**config.mk**
```make
export PLATFORM = sky130hd
export DESIGN_NAME = lossy_trace_ring_with_loss_marker
export DESIGN_NICKNAME = d
export VERILOG_FILES = /design/src/rtl/ltr_pkg.sv /design/src/rtl/ltr_front.sv /design/src/rtl/ltr_queue.sv /design/src/rtl/ltr_back.sv /design/src/rtl/lossy_trace_ring_with_loss_marker.sv
export SDC_FILE = /design/constraint.sdc
export NUM_CORES = 2
export LEC_CHECK = 0
export ABC_AREA = 1
export ABC_CLOCK_PERIOD_IN_PS = 5350
export BUFFER_PORTS_ARGS = -buffer_cell sky130_fd_sc_hd__clkbuf_2
export CORE_MARGIN = 8
export CORE_UTILIZATION = 54
export CTS_CLUSTER_DIAMETER = 100
export DETAILED_ROUTE_END_ITERATION = 10
export GPL_ROUTABILITY_DRIVEN = 0
export GPL_TIMING_DRIVEN = 0
export HOLD_SLACK_MARGIN = 0.05
export PLACE_DENSITY_LB_ADDON = 0.2
export SLEW_MARGIN = 20
export SYNTH_ARGS = -nofsm -noshare
export SYNTH_HDL_FRONTEND = slang
export SYNTH_SLANG_ARGS = --single-unit
```
**constraint.sdc**
```tcl
create_clock -name clk -period 5.35 [get_ports clk]
set_input_delay 0.8025 -clock clk [delete_from_list [all_inputs] [get_ports clk]]
set_output_delay 0.8025 -clock clk [all_outputs]
set_load 0.05 [all_outputs]
```
**src/rtl/ltr_pkg.sv**
```systemverilog
// shared types and codes for the lossy trace ring
package ltr_pkg;

    localparam int CFG_IDX_W = 2;

    localparam logic [1:0] ACT_PUSH  = 2'd0;
    localparam logic [1:0] ACT_DRAIN = 2'd1;
    localparam logic [1:0] ACT_ARM   = 2'd2;
    localparam logic [1:0] ACT_IDLE  = 2'd3;

    localparam logic [CFG_IDX_W-1:0] CFG_BEGIN_CODE = 2'd0;
    localparam logic [CFG_IDX_W-1:0] CFG_END_CODE   = 2'd1;
    localparam logic [CFG_IDX_W-1:0] CFG_OVF_CODE   = 2'd2;

    localparam logic [7:0] RST_BEGIN_CODE = 8'd1;
    localparam logic [7:0] RST_END_CODE   = 8'd2;
    localparam logic [7:0] RST_OVF_CODE   = 8'd3;

    localparam logic [7:0] DROP_MAX = 8'hff;

    typedef struct packed {
        logic [1:0]  action;
        logic [7:0]  frame_type;
        logic [7:0]  frame_flags;
        logic [15:0] frame_time;
        logic [7:0]  frame_arg_a;
        logic [7:0]  frame_arg_b;
        logic [15:0] now_time;
        logic [7:0]  programmer_state;
    } ltr_in_t;

    typedef struct packed {
        logic        accepted;
        logic        drained_valid;
        logic [7:0]  out_type;
        logic [7:0]  out_flags;
        logic [15:0] out_time;
        logic [7:0]  out_arg_a;
        logic [7:0]  out_arg_b;
        logic [7:0]  out_prog_state;
        logic [7:0]  fill_count;
        logic [15:0] total_writes;
        logic        overflow_seen;
        logic        capture_mode;
    } ltr_out_t;

    typedef struct packed {
        logic [7:0]  ftype;
        logic [7:0]  flags;
        logic [15:0] stamp;
        logic [7:0]  arg_a;
        logic [7:0]  arg_b;
    } ltr_frame_t;

    // classified command handed from the front to the back
    typedef struct packed {
        logic [1:0]  action;
        logic        is_meta;
        ltr_frame_t  frame;
        logic [15:0] now_time;
        logic [7:0]  pgm_byte;
        logic [7:0]  ovf_type;
    } ltr_cmd_t;

    // queue head as seen by the back
    typedef struct packed {
        logic     valid;
        ltr_cmd_t cmd;
    } ltr_head_t;

endpackage

```
**src/rtl/ltr_front.sv**
```systemverilog
// front end: type code registers and classification of incoming items
module ltr_front
    import ltr_pkg::*;
(
    input  logic                 clk,
    input  logic                 rst_n,
    input  logic                 cfg_valid,
    output logic                 cfg_ready,
    input  logic [CFG_IDX_W-1:0] cfg_index,
    input  logic [7:0]           cfg_data,
    input  ltr_in_t              req,
    output ltr_cmd_t             cmd
);

    logic [7:0] begin_code_reg;
    logic [7:0] end_code_reg;
    logic [7:0] ovf_code_reg;

    assign cfg_ready = 1'b1;

    always_ff @(posedge clk or negedge rst_n)
    begin
        if (!rst_n)
        begin
            begin_code_reg <= RST_BEGIN_CODE;
            end_code_reg   <= RST_END_CODE;
            ovf_code_reg   <= RST_OVF_CODE;
        end
        else if (cfg_valid && cfg_ready)
        begin
            case (cfg_index)
                CFG_BEGIN_CODE: begin_code_reg <= cfg_data;
                CFG_END_CODE:   end_code_reg   <= cfg_data;
                CFG_OVF_CODE:   ovf_code_reg   <= cfg_data;
                default:        ;
            endcase
        end
    end

    always_comb
    begin
        cmd.action       = req.action;
        // begin and end frames never release a pending marker
        cmd.is_meta      = (req.frame_type == begin_code_reg) ||
                           (req.frame_type == end_code_reg);
        cmd.frame.ftype  = req.frame_type;
        cmd.frame.flags  = req.frame_flags;
        cmd.frame.stamp  = req.frame_time;
        cmd.frame.arg_a  = req.frame_arg_a;
        cmd.frame.arg_b  = req.frame_arg_b;
        cmd.now_time     = req.now_time;
        cmd.pgm_byte     = req.programmer_state;
        cmd.ovf_type     = ovf_code_reg;
    end

endmodule

```
**src/rtl/ltr_queue.sv**
```systemverilog
// two-entry command queue between front and back
module ltr_queue
    import ltr_pkg::*;
(
    input  logic      clk,
    input  logic      rst_n,
    input  logic      push,
    input  ltr_cmd_t  push_cmd,
    output logic      full,
    output ltr_head_t head,
    input  logic      pop
);

    ltr_cmd_t   entry_reg [2];
    logic       wr_ptr_reg;
    logic       rd_ptr_reg;
    logic [1:0] count_reg;

    assign full       = (count_reg == 2'd2);
    assign head.valid = (count_reg != 2'd0);
    assign head.cmd   = entry_reg[rd_ptr_reg];

    always_ff @(posedge clk)
    begin
        if (push)
        begin
            entry_reg[wr_ptr_reg] <= push_cmd;
        end
    end

    always_ff @(posedge clk or negedge rst_n)
    begin
        if (!rst_n)
        begin
            wr_ptr_reg <= 1'b0;
            rd_ptr_reg <= 1'b0;
            count_reg  <= 2'd0;
        end
        else
        begin
            if (push)
            begin
                wr_ptr_reg <= ~wr_ptr_reg;
            end
            if (pop)
            begin
                rd_ptr_reg <= ~rd_ptr_reg;
            end
            if (push && !pop)
            begin
                count_reg <= count_reg + 2'd1;
            end
            else if (pop && !push)
            begin
                count_reg <= count_reg - 2'd1;
            end
        end
    end

endmodule

```
**src/rtl/ltr_back.sv**
```systemverilog
// back end: ring storage, counters, marker insertion and result register
module ltr_back
    import ltr_pkg::*;
#(
    parameter int SLOTS = 32
)
(
    input  logic      clk,
    input  logic      rst_n,
    input  ltr_head_t head,
    output logic      pop,
    output logic      rsp_valid,
    input  logic      rsp_stall,
    output ltr_out_t  rsp
);

    localparam int SLOT_W = (SLOTS > 1) ? $clog2(SLOTS) : 1;
    localparam int FILL_W = $clog2(SLOTS + 1);
    localparam logic [SLOT_W-1:0] LAST_SLOT = SLOT_W'(SLOTS - 1);
    localparam logic [FILL_W-1:0] FULL_FILL = FILL_W'(SLOTS);

    typedef enum logic [1:0] {
        S_IDLE,
        S_PUSH2,
        S_READ
    } state_t;

    state_t state_reg;
    state_t state_next;

    logic [SLOT_W-1:0] wp_reg, wp_next;
    logic [SLOT_W-1:0] rp_reg, rp_next;
    logic [FILL_W-1:0] fill_reg, fill_next;
    logic [15:0]       wcnt_reg, wcnt_next;
    logic [7:0]        drop_reg, drop_next;
    logic              sticky_reg, sticky_next;
    logic              pend_reg, pend_next;
    logic              armed_reg, armed_next;

    ltr_frame_t        mem [SLOTS];
    ltr_frame_t        rd_data_reg;
    logic              wr_en;
    ltr_frame_t        wr_data;
    logic              rd_en;

    logic              rsp_valid_reg;
    ltr_out_t          rsp_reg;
    ltr_out_t          out_next;
    logic              load_out;
    logic              out_free;

    logic              full;
    logic [SLOT_W-1:0] wp_inc;
    logic [SLOT_W-1:0] rp_inc;
    ltr_frame_t        marker;
    ltr_cmd_t          cmd;

    assign cmd      = head.cmd;
    assign out_free = !rsp_valid_reg || !rsp_stall;
    assign full     = (fill_reg == FULL_FILL);
    assign wp_inc   = (wp_reg == LAST_SLOT) ? '0 : wp_reg + 1'b1;
    assign rp_inc   = (rp_reg == LAST_SLOT) ? '0 : rp_reg + 1'b1;

    always_comb
    begin
        marker.ftype = cmd.ovf_type;
        marker.flags = 8'h00;
        marker.stamp = cmd.now_time;
        marker.arg_a = drop_reg;
        marker.arg_b = 8'h00;
    end

    always_comb
    begin
        state_next  = state_reg;
        wp_next     = wp_reg;
        rp_next     = rp_reg;
        fill_next   = fill_reg;
        wcnt_next   = wcnt_reg;
        drop_next   = drop_reg;
        sticky_next = sticky_reg;
        pend_next   = pend_reg;
        armed_next  = armed_reg;
        wr_en       = 1'b0;
        wr_data     = cmd.frame;
        rd_en       = 1'b0;
        pop         = 1'b0;
        load_out    = 1'b0;
        out_next    = '0;

        case (state_reg)
            S_IDLE:
            begin
                if (head.valid && out_free)
                begin
                    case (cmd.action)
                        ACT_PUSH:
                        begin
                            if (pend_reg && !cmd.is_meta && !full)
                            begin
                                // marker goes in first, the frame in S_PUSH2 once the result register is free
                                wr_en       = 1'b1;
                                wr_data     = marker;
                                wp_next     = wp_inc;
                                wcnt_next   = wcnt_reg + 16'd1;
                                fill_next   = fill_reg + 1'b1;
                                drop_next   = '0;
                                pend_next   = 1'b0;
                                state_next  = S_PUSH2;
                            end
                            else
                            begin
                                wr_en     = 1'b1;
                                wp_next   = wp_inc;
                                wcnt_next = wcnt_reg + 16'd1;
                                if (full)
                                begin
                                    rp_next     = rp_inc;
                                    drop_next   = (drop_reg == DROP_MAX) ? drop_reg
                                                                         : drop_reg + 8'd1;
                                    sticky_next = 1'b1;
                                    pend_next   = 1'b1;
                                end
                                else
                                begin
                                    fill_next = fill_reg + 1'b1;
                                end
                                out_next.accepted = 1'b1;
                                pop      = 1'b1;
                                load_out = 1'b1;
                            end
                        end
                        ACT_DRAIN:
                        begin
                            if (fill_reg == '0)
                            begin
                                if (pend_reg)
                                begin
                                    out_next.drained_valid  = 1'b1;
                                    out_next.out_type       = marker.ftype;
                                    out_next.out_time       = marker.stamp;
                                    out_next.out_arg_a      = marker.arg_a;
                                    out_next.out_prog_state = cmd.pgm_byte;
                                    drop_next = '0;
                                    pend_next = 1'b0;
                                end
                                pop      = 1'b1;
                                load_out = 1'b1;
                            end
                            else
                            begin
                                rd_en      = 1'b1;
                                rp_next    = rp_inc;
                                fill_next  = fill_reg - 1'b1;
                                state_next = S_READ;
                            end
                        end
                        ACT_ARM:
                        begin
                            wp_next     = '0;
                            rp_next     = '0;
                            fill_next   = '0;
                            wcnt_next   = '0;
                            drop_next   = '0;
                            sticky_next = 1'b0;
                            pend_next   = 1'b0;
                            armed_next  = 1'b1;
                            pop         = 1'b1;
                            load_out    = 1'b1;
                        end
                        ACT_IDLE:
                        begin
                            armed_next = 1'b0;
                            pop        = 1'b1;
                            load_out   = 1'b1;
                        end
                        default:
                        begin
                            pop      = 1'b1;
                            load_out = 1'b1;
                        end
                    endcase
                end
            end
            S_PUSH2:
            begin
                if (out_free)
                begin
                    // the marker may have taken the last free slot
                    wr_en     = 1'b1;
                    wp_next   = wp_inc;
                    wcnt_next = wcnt_reg + 16'd1;
                    if (full)
                    begin
                        rp_next     = rp_inc;
                        drop_next   = (drop_reg == DROP_MAX) ? drop_reg : drop_reg + 8'd1;
                        sticky_next = 1'b1;
                        pend_next   = 1'b1;
                    end
                    else
                    begin
                        fill_next = fill_reg + 1'b1;
                    end
                    out_next.accepted = 1'b1;
                    pop        = 1'b1;
                    load_out   = 1'b1;
                    state_next = S_IDLE;
                end
            end
            S_READ:
            begin
                if (out_free)
                begin
                    out_next.drained_valid  = 1'b1;
                    out_next.out_type       = rd_data_reg.ftype;
                    out_next.out_flags      = rd_data_reg.flags;
                    out_next.out_time       = rd_data_reg.stamp;
                    out_next.out_arg_a      = rd_data_reg.arg_a;
                    out_next.out_arg_b      = rd_data_reg.arg_b;
                    out_next.out_prog_state = cmd.pgm_byte;
                    pop        = 1'b1;
                    load_out   = 1'b1;
                    state_next = S_IDLE;
                end
            end
            default:
            begin
                state_next = S_IDLE;
            end
        endcase

        out_next.fill_count    = 8'(fill_next);
        out_next.total_writes  = wcnt_next;
        out_next.overflow_seen = sticky_next;
        out_next.capture_mode  = armed_next;
    end

    always_ff @(posedge clk)
    begin
        if (wr_en)
        begin
            mem[wp_reg] <= wr_data;
        end
        if (rd_en)
        begin
            rd_data_reg <= mem[rp_reg];
        end
        if (load_out)
        begin
            rsp_reg <= out_next;
        end
    end

    always_ff @(posedge clk or negedge rst_n)
    begin
        if (!rst_n)
        begin
            state_reg     <= S_IDLE;
            wp_reg        <= '0;
            rp_reg        <= '0;
            fill_reg      <= '0;
            wcnt_reg      <= '0;
            drop_reg      <= '0;
            sticky_reg    <= 1'b0;
            pend_reg      <= 1'b0;
            armed_reg     <= 1'b0;
            rsp_valid_reg <= 1'b0;
        end
        else
        begin
            state_reg  <= state_next;
            wp_reg     <= wp_next;
            rp_reg     <= rp_next;
            fill_reg   <= fill_next;
            wcnt_reg   <= wcnt_next;
            drop_reg   <= drop_next;
            sticky_reg <= sticky_next;
            pend_reg   <= pend_next;
            armed_reg  <= armed_next;
            if (load_out)
            begin
                rsp_valid_reg <= 1'b1;
            end
            else if (!rsp_stall)
            begin
                rsp_valid_reg <= 1'b0;
            end
        end
    end

    assign rsp_valid = rsp_valid_reg;
    assign rsp       = rsp_reg;

endmodule

```
**src/rtl/lossy_trace_ring_with_loss_marker.sv**
```systemverilog
// top level of the lossy trace ring with loss marker
// usage:
// - req carries one command (push, drain, arm, idle) per transfer, taken at a
//   rising edge with req_valid high and req_stall low; rsp returns exactly one
//   result per command in order, under the same valid/stall rule
// - cfg_index/cfg_data write the begin, end and overflow type codes; cfg_ready
//   is always high, and writes belong in periods with no command in flight
// - a command lands in a two-entry queue, so req_stall rises only when the
//   queue is full; the ring logic behind it works on one command at a time
// - a plain push, arm, idle or drain of an empty ring is handled in S_IDLE;
//   a push that first inserts the loss marker goes on to S_PUSH2 (two writes
//   on the single store write port), and a drain that reads the store goes on
//   to S_READ (registered read of the frame memory)
// - sustained rate is one command per cycle while the result is not stalled,
//   but marker pushes and stored-frame drains also pass S_PUSH2 or S_READ
// - a stalled result holds in the output register; the back waits and the
//   queue fills, after which req_stall is raised
// - reset empties the ring, clears all counters and flags, enters idle mode and
//   restores the default type codes; the frame memory itself is not cleared
module lossy_trace_ring_with_loss_marker
    import ltr_pkg::*;
#(
    parameter int SLOTS = 32
)
(
    input  logic                 clk,
    input  logic                 rst_n,
    input  logic                 cfg_valid,
    output logic                 cfg_ready,
    input  logic [CFG_IDX_W-1:0] cfg_index,
    input  logic [7:0]           cfg_data,
    input  logic                 req_valid,
    output logic                 req_stall,
    input  ltr_in_t              req,
    output logic                 rsp_valid,
    input  logic                 rsp_stall,
    output ltr_out_t             rsp
);

    ltr_cmd_t  cmd;
    ltr_head_t head;
    logic      q_full;
    logic      q_pop;

    assign req_stall = q_full;

    ltr_front u_front (
        .clk       (clk),
        .rst_n     (rst_n),
        .cfg_valid (cfg_valid),
        .cfg_ready (cfg_ready),
        .cfg_index (cfg_index),
        .cfg_data  (cfg_data),
        .req       (req),
        .cmd       (cmd)
    );

    ltr_queue u_queue (
        .clk      (clk),
        .rst_n    (rst_n),
        .push     (req_valid && !req_stall),
        .push_cmd (cmd),
        .full     (q_full),
        .head     (head),
        .pop      (q_pop)
    );

    ltr_back #(
        .SLOTS (SLOTS)
    ) u_back (
        .clk       (clk),
        .rst_n     (rst_n),
        .head      (head),
        .pop       (q_pop),
        .rsp_valid (rsp_valid),
        .rsp_stall (rsp_stall),
        .rsp       (rsp)
    );

endmodule
```
==> results.toml <==
[status]
status = "complete, no violations"

[power_and_ir_drop]
p_seq_frac = 0.379
swShare = 0.402
peakVddDrop_mv = 0.427
powerDensity_nw_per_um2 = 620
power.leakage_nw = 30.4
total_power_mw = 54.6
pwr-share-comb = 0.387
power.switching_mw = 21.9
clockPowerShare = 0.234
p_int_mw = 32.7

[yosys]
synth_top_area_share = 0.723
synth_area_leaders = "edfxtp_1 72%, o21ai_0 5.0%, nor2_1 4.9%"
async_flop_share = 0.0388
synth_area_per_cell_um2 = 12.6
seq_area_frac_synth = 0.747
synth_warnings = 0
synth-seq-cells = 1906
synth_edf_count = 1832
synth_top_cell_by_area = "edfxtp_1"
synth_cell_type_count = 42
synthCells = 6062
synth_flop_cell = "edfxtp_1"
syn_area_um2 = 76100

[detailed_routing]
drtIter0Drc = 7800
wl_per_cell_um = 27.6
ant_nets = 0
drcViolationCount = 0
firstDrtPassIters = 9
vias = 52800
wl_um = 236000
routed_via_density = 6.17

[floorplan]
ios = 176
core-area_um2 = 140000
design.die.area_um2 = 153000
die_w_um = 391
die_y_um = 391
num_rows = 137
initial_utilization = 0.545

[clocking]
cts_resized = 0
cts_tree = "done"
htreeDepth = 4
insertion_delay_ns = 0.81
cts-root-buf = "clkbuf_16"
cts.clk_slew.worst_paths_ns = 0.06
numCtsBuffers = 185
cts_sinks = 1906
clockBufferDepth = 3
cts_setup_buffers = 0

[hold_path]
min_path_type = "in -> reg"

[final_layout]
largest_register_ffs = 1536
final_nets = 6632
fillers = 10300
syn_to_final_growth_pct = 15.8
multi_input_area_um2 = 17300
final_area_um2 = 88100
drive_above_1_share = 0.120
final-seq-area_um2 = 56900

[global_routing]
grt_pass1_vias = 49800
grt_remaining_overflow = 0
antenna_found_initial = 6
grt_pass1_wl_um = 335000
track_usage = 0.300
grt_max_degree = 75

[sta]
worst_slew_pin_slew_ns = 1.16
rsz0062_at_grt = "false"
clock_skew_ns = 0.0245
setup_violations = 0
hold_viol = 0
drv_slew = 0
period_needed_ns = 4.36
finalCritPeriodShare = 0.816
timing.slew.headroom = 0.226
fmax_mhz = 229

[critical_path]
slowest_stage = "inv_1"
cp_slowest_stage_delay_ns = 0.83
worstSetupStartpointType = "flip-flop"
cp_data_required_time_ns = 5.80
path_common_cell = "nand2_1"
crit_chain = "inv_2, clkbuf_1, nand2_1, nand2_1, inv_1, ha_1, nand2_1, nor2_1, inv_1, nor2_1, inv_2, buf_2, nand2_1, inv_1"
cp_max_fo = 32
arrival_ns = 4.81
end_kind = "flip-flop"
crit_type = "reg -> reg"

[placed_design]
port_buffers = 172
hpwl_um = 166000
placement.cell_area_um2 = 82200

[flow_run]
max-cap-violations = 0
-- metrics by stage --
stage / hold slack [ns] / TNS [ns] / instances / util / worst slack, ns
2_1_floorplan: 0.442 / 0 / 6063 / - / 0.397
3_3_place_gp: 0.452 / -3135.38 / 8111 / 0.568 / -2.14
3_5_place_dp: 0.458 / 0 / 8211 / 0.589 / 1.18
4_1_cts: 0.137 / 0 / 8549 / 0.631 / 1.16
5_1_grt: 0.150 / 0 / 8549 / 0.631 / 0.792
6_report: 0.176 / 0 / 8555 / 0.631 / 0.986
-- layout by cell type, fill, tap and decap left out, types with 6 or more instances in the layout --
| master | n |
|---|---|
| nor2_1 | 965 |
| or2_2 | 7 |
| buf_12 | 73 |
| inv_1 | 137 |
| nand2_1 | 818 |
| nand3_1 | 383 |
| buf_4 | 25 |
| a31oi_4 | 32 |
| nand4_1 | 22 |
| o22ai_1 | 292 |
| inv_2 | 11 |
| bufinv_16 | 14 |
| clkbuf_1 | 237 |
| buf_16 | 22 |
| nor2_4 | 36 |
| buf_2 | 71 |
| o21ai_0 | 763 |
| clkinv_1 | 38 |
| buf_8 | 11 |
| nor3_1 | 10 |
| o21ai_1 | 208 |
| diode_2 | 6 |
| edfxtp_1 | 1832 |
| clkinv_2 | 36 |
| clkbuf_16 | 190 |
| clkbuf_2 | 177 |
| buf_1 | 21 |
| ha_1 | 20 |
| xor2_1 | 7 |
| dfrtp_1 | 70 |
| buf_6 | 55 |
| a21oi_1 | 27 |
| xnor2_1 | 6 |
| clkbuf_8 | 7 |
-- power groups by stage --
stage | Sequential (mW) | Combinational, mW | Clock [mW]
after global routing | 20.8 | 22.3 | 13.4
after detailed placement | 21.0 | 20.6 | 0
final | 20.7 | 21.2 | 12.8
after CTS | 20.7 | 20.7 | 12.8
after global placement | 21.4 | 19.0 | 0
after floorplan | 22.1 | 10.4 | 0
-- timing repair --
| action | in CTS | in global routing |
|---|---|---|
| hold buffers | 1 | 0 |
| setup endpoints to repair | 0 | 0 |
| endpoints found under the hold margin | 42 | 0 |
-- cell families (layout without fill, tap and decap cells) --
| logic type | Yosys count | count (layout) | synth area share |
|---|---|---|---|
| simple gates | 2255 | 2255 | 0.119 |
| buf+inv | 532 | 1142 | 0.0351 |
| other cells | 2 | 9 | 0.0000987 |
| xor+xnor | 13 | 13 | 0.00150 |
| fa+ha+maj | 20 | 20 | 0.00329 |
| flops | 1906 | 1906 | 0.747 |
| compound gates | 1334 | 1334 | 0.0935 |
-- worst max-delay path, delay by kind of cell (launching register included) --
family | cells | cell delay [ns]
buffers and inverters | 7 | 2.31
flip-flops | 1 | 0.41
AND/OR/NAND/NOR | 6 | 0.92
adder cells (fa/ha/maj) | 1 | 0.33
-- cell type report --
cell class,instances,share of cell area
multi-input combinational,3625,0.196
buffer,380,0.0239
tap,1876,0.0266
clock buffer,237,0.0566
clock inverter,100,0.0101
timing repair buffer,273,0.0342
antenna,6,0.000170
inverter,152,0.00656
sequential,1906,0.645
-- per-layer routing --
| layer | track usage | wire length, um | vias up |
|---|---|---|---|
| li1 | - | - | 22800 |
| met1 | 0.412 | 88700 | 25800 |
| met2 | 0.456 | 106000 | 3531 |
| met3 | 0.0721 | 29300 | 540 |
| met4 | 0.139 | 12300 | 0 |
| met5 | 0 | 0 | - |
-- synthesized netlist by cell type (20+ instances only) --
cell type and instances:
edfxtp_1 1832, nor2_1 1000, nand2_1 818, o21ai_0 763, nand3_1 383, o22ai_1 292, o21ai_1 208, clkbuf_1 201
inv_1 138, buf_2 71, dfrtp_1 70, buf_6 55, a31oi_1 32, a21oi_1 27, buf_4 25, nand4_1 22
buf_1 21, ha_1 20
-- final timing paths --
path                                                startpoint                                    end  slack [ns]  cells after the start
max                             u_queue.rd_ptr_reg$_DFFE_PN0P_            u_back.mem[22][1]$_DFFE_PP_        0.99                     14
min                                                    req[34]     u_queue.entry_reg[0][42]$_DFFE_PP_        0.18                      1
max reg2reg                     u_queue.rd_ptr_reg$_DFFE_PN0P_            u_back.mem[22][1]$_DFFE_PP_        0.99                     14
min reg2reg                u_front.ovf_code_reg[6]$_DFFE_PN0P_      u_queue.entry_reg[1][6]$_DFFE_PP_        0.48                      0
max in group asynchronous                                rst_n  u_front.begin_code_reg[1]$_DFFE_PN0P_        4.22                      2
min in group asynchronous                                rst_n          u_back.wcnt_reg[15]$_DFF_PN0_        0.60                      2
(Power assumes the default switching activity.)
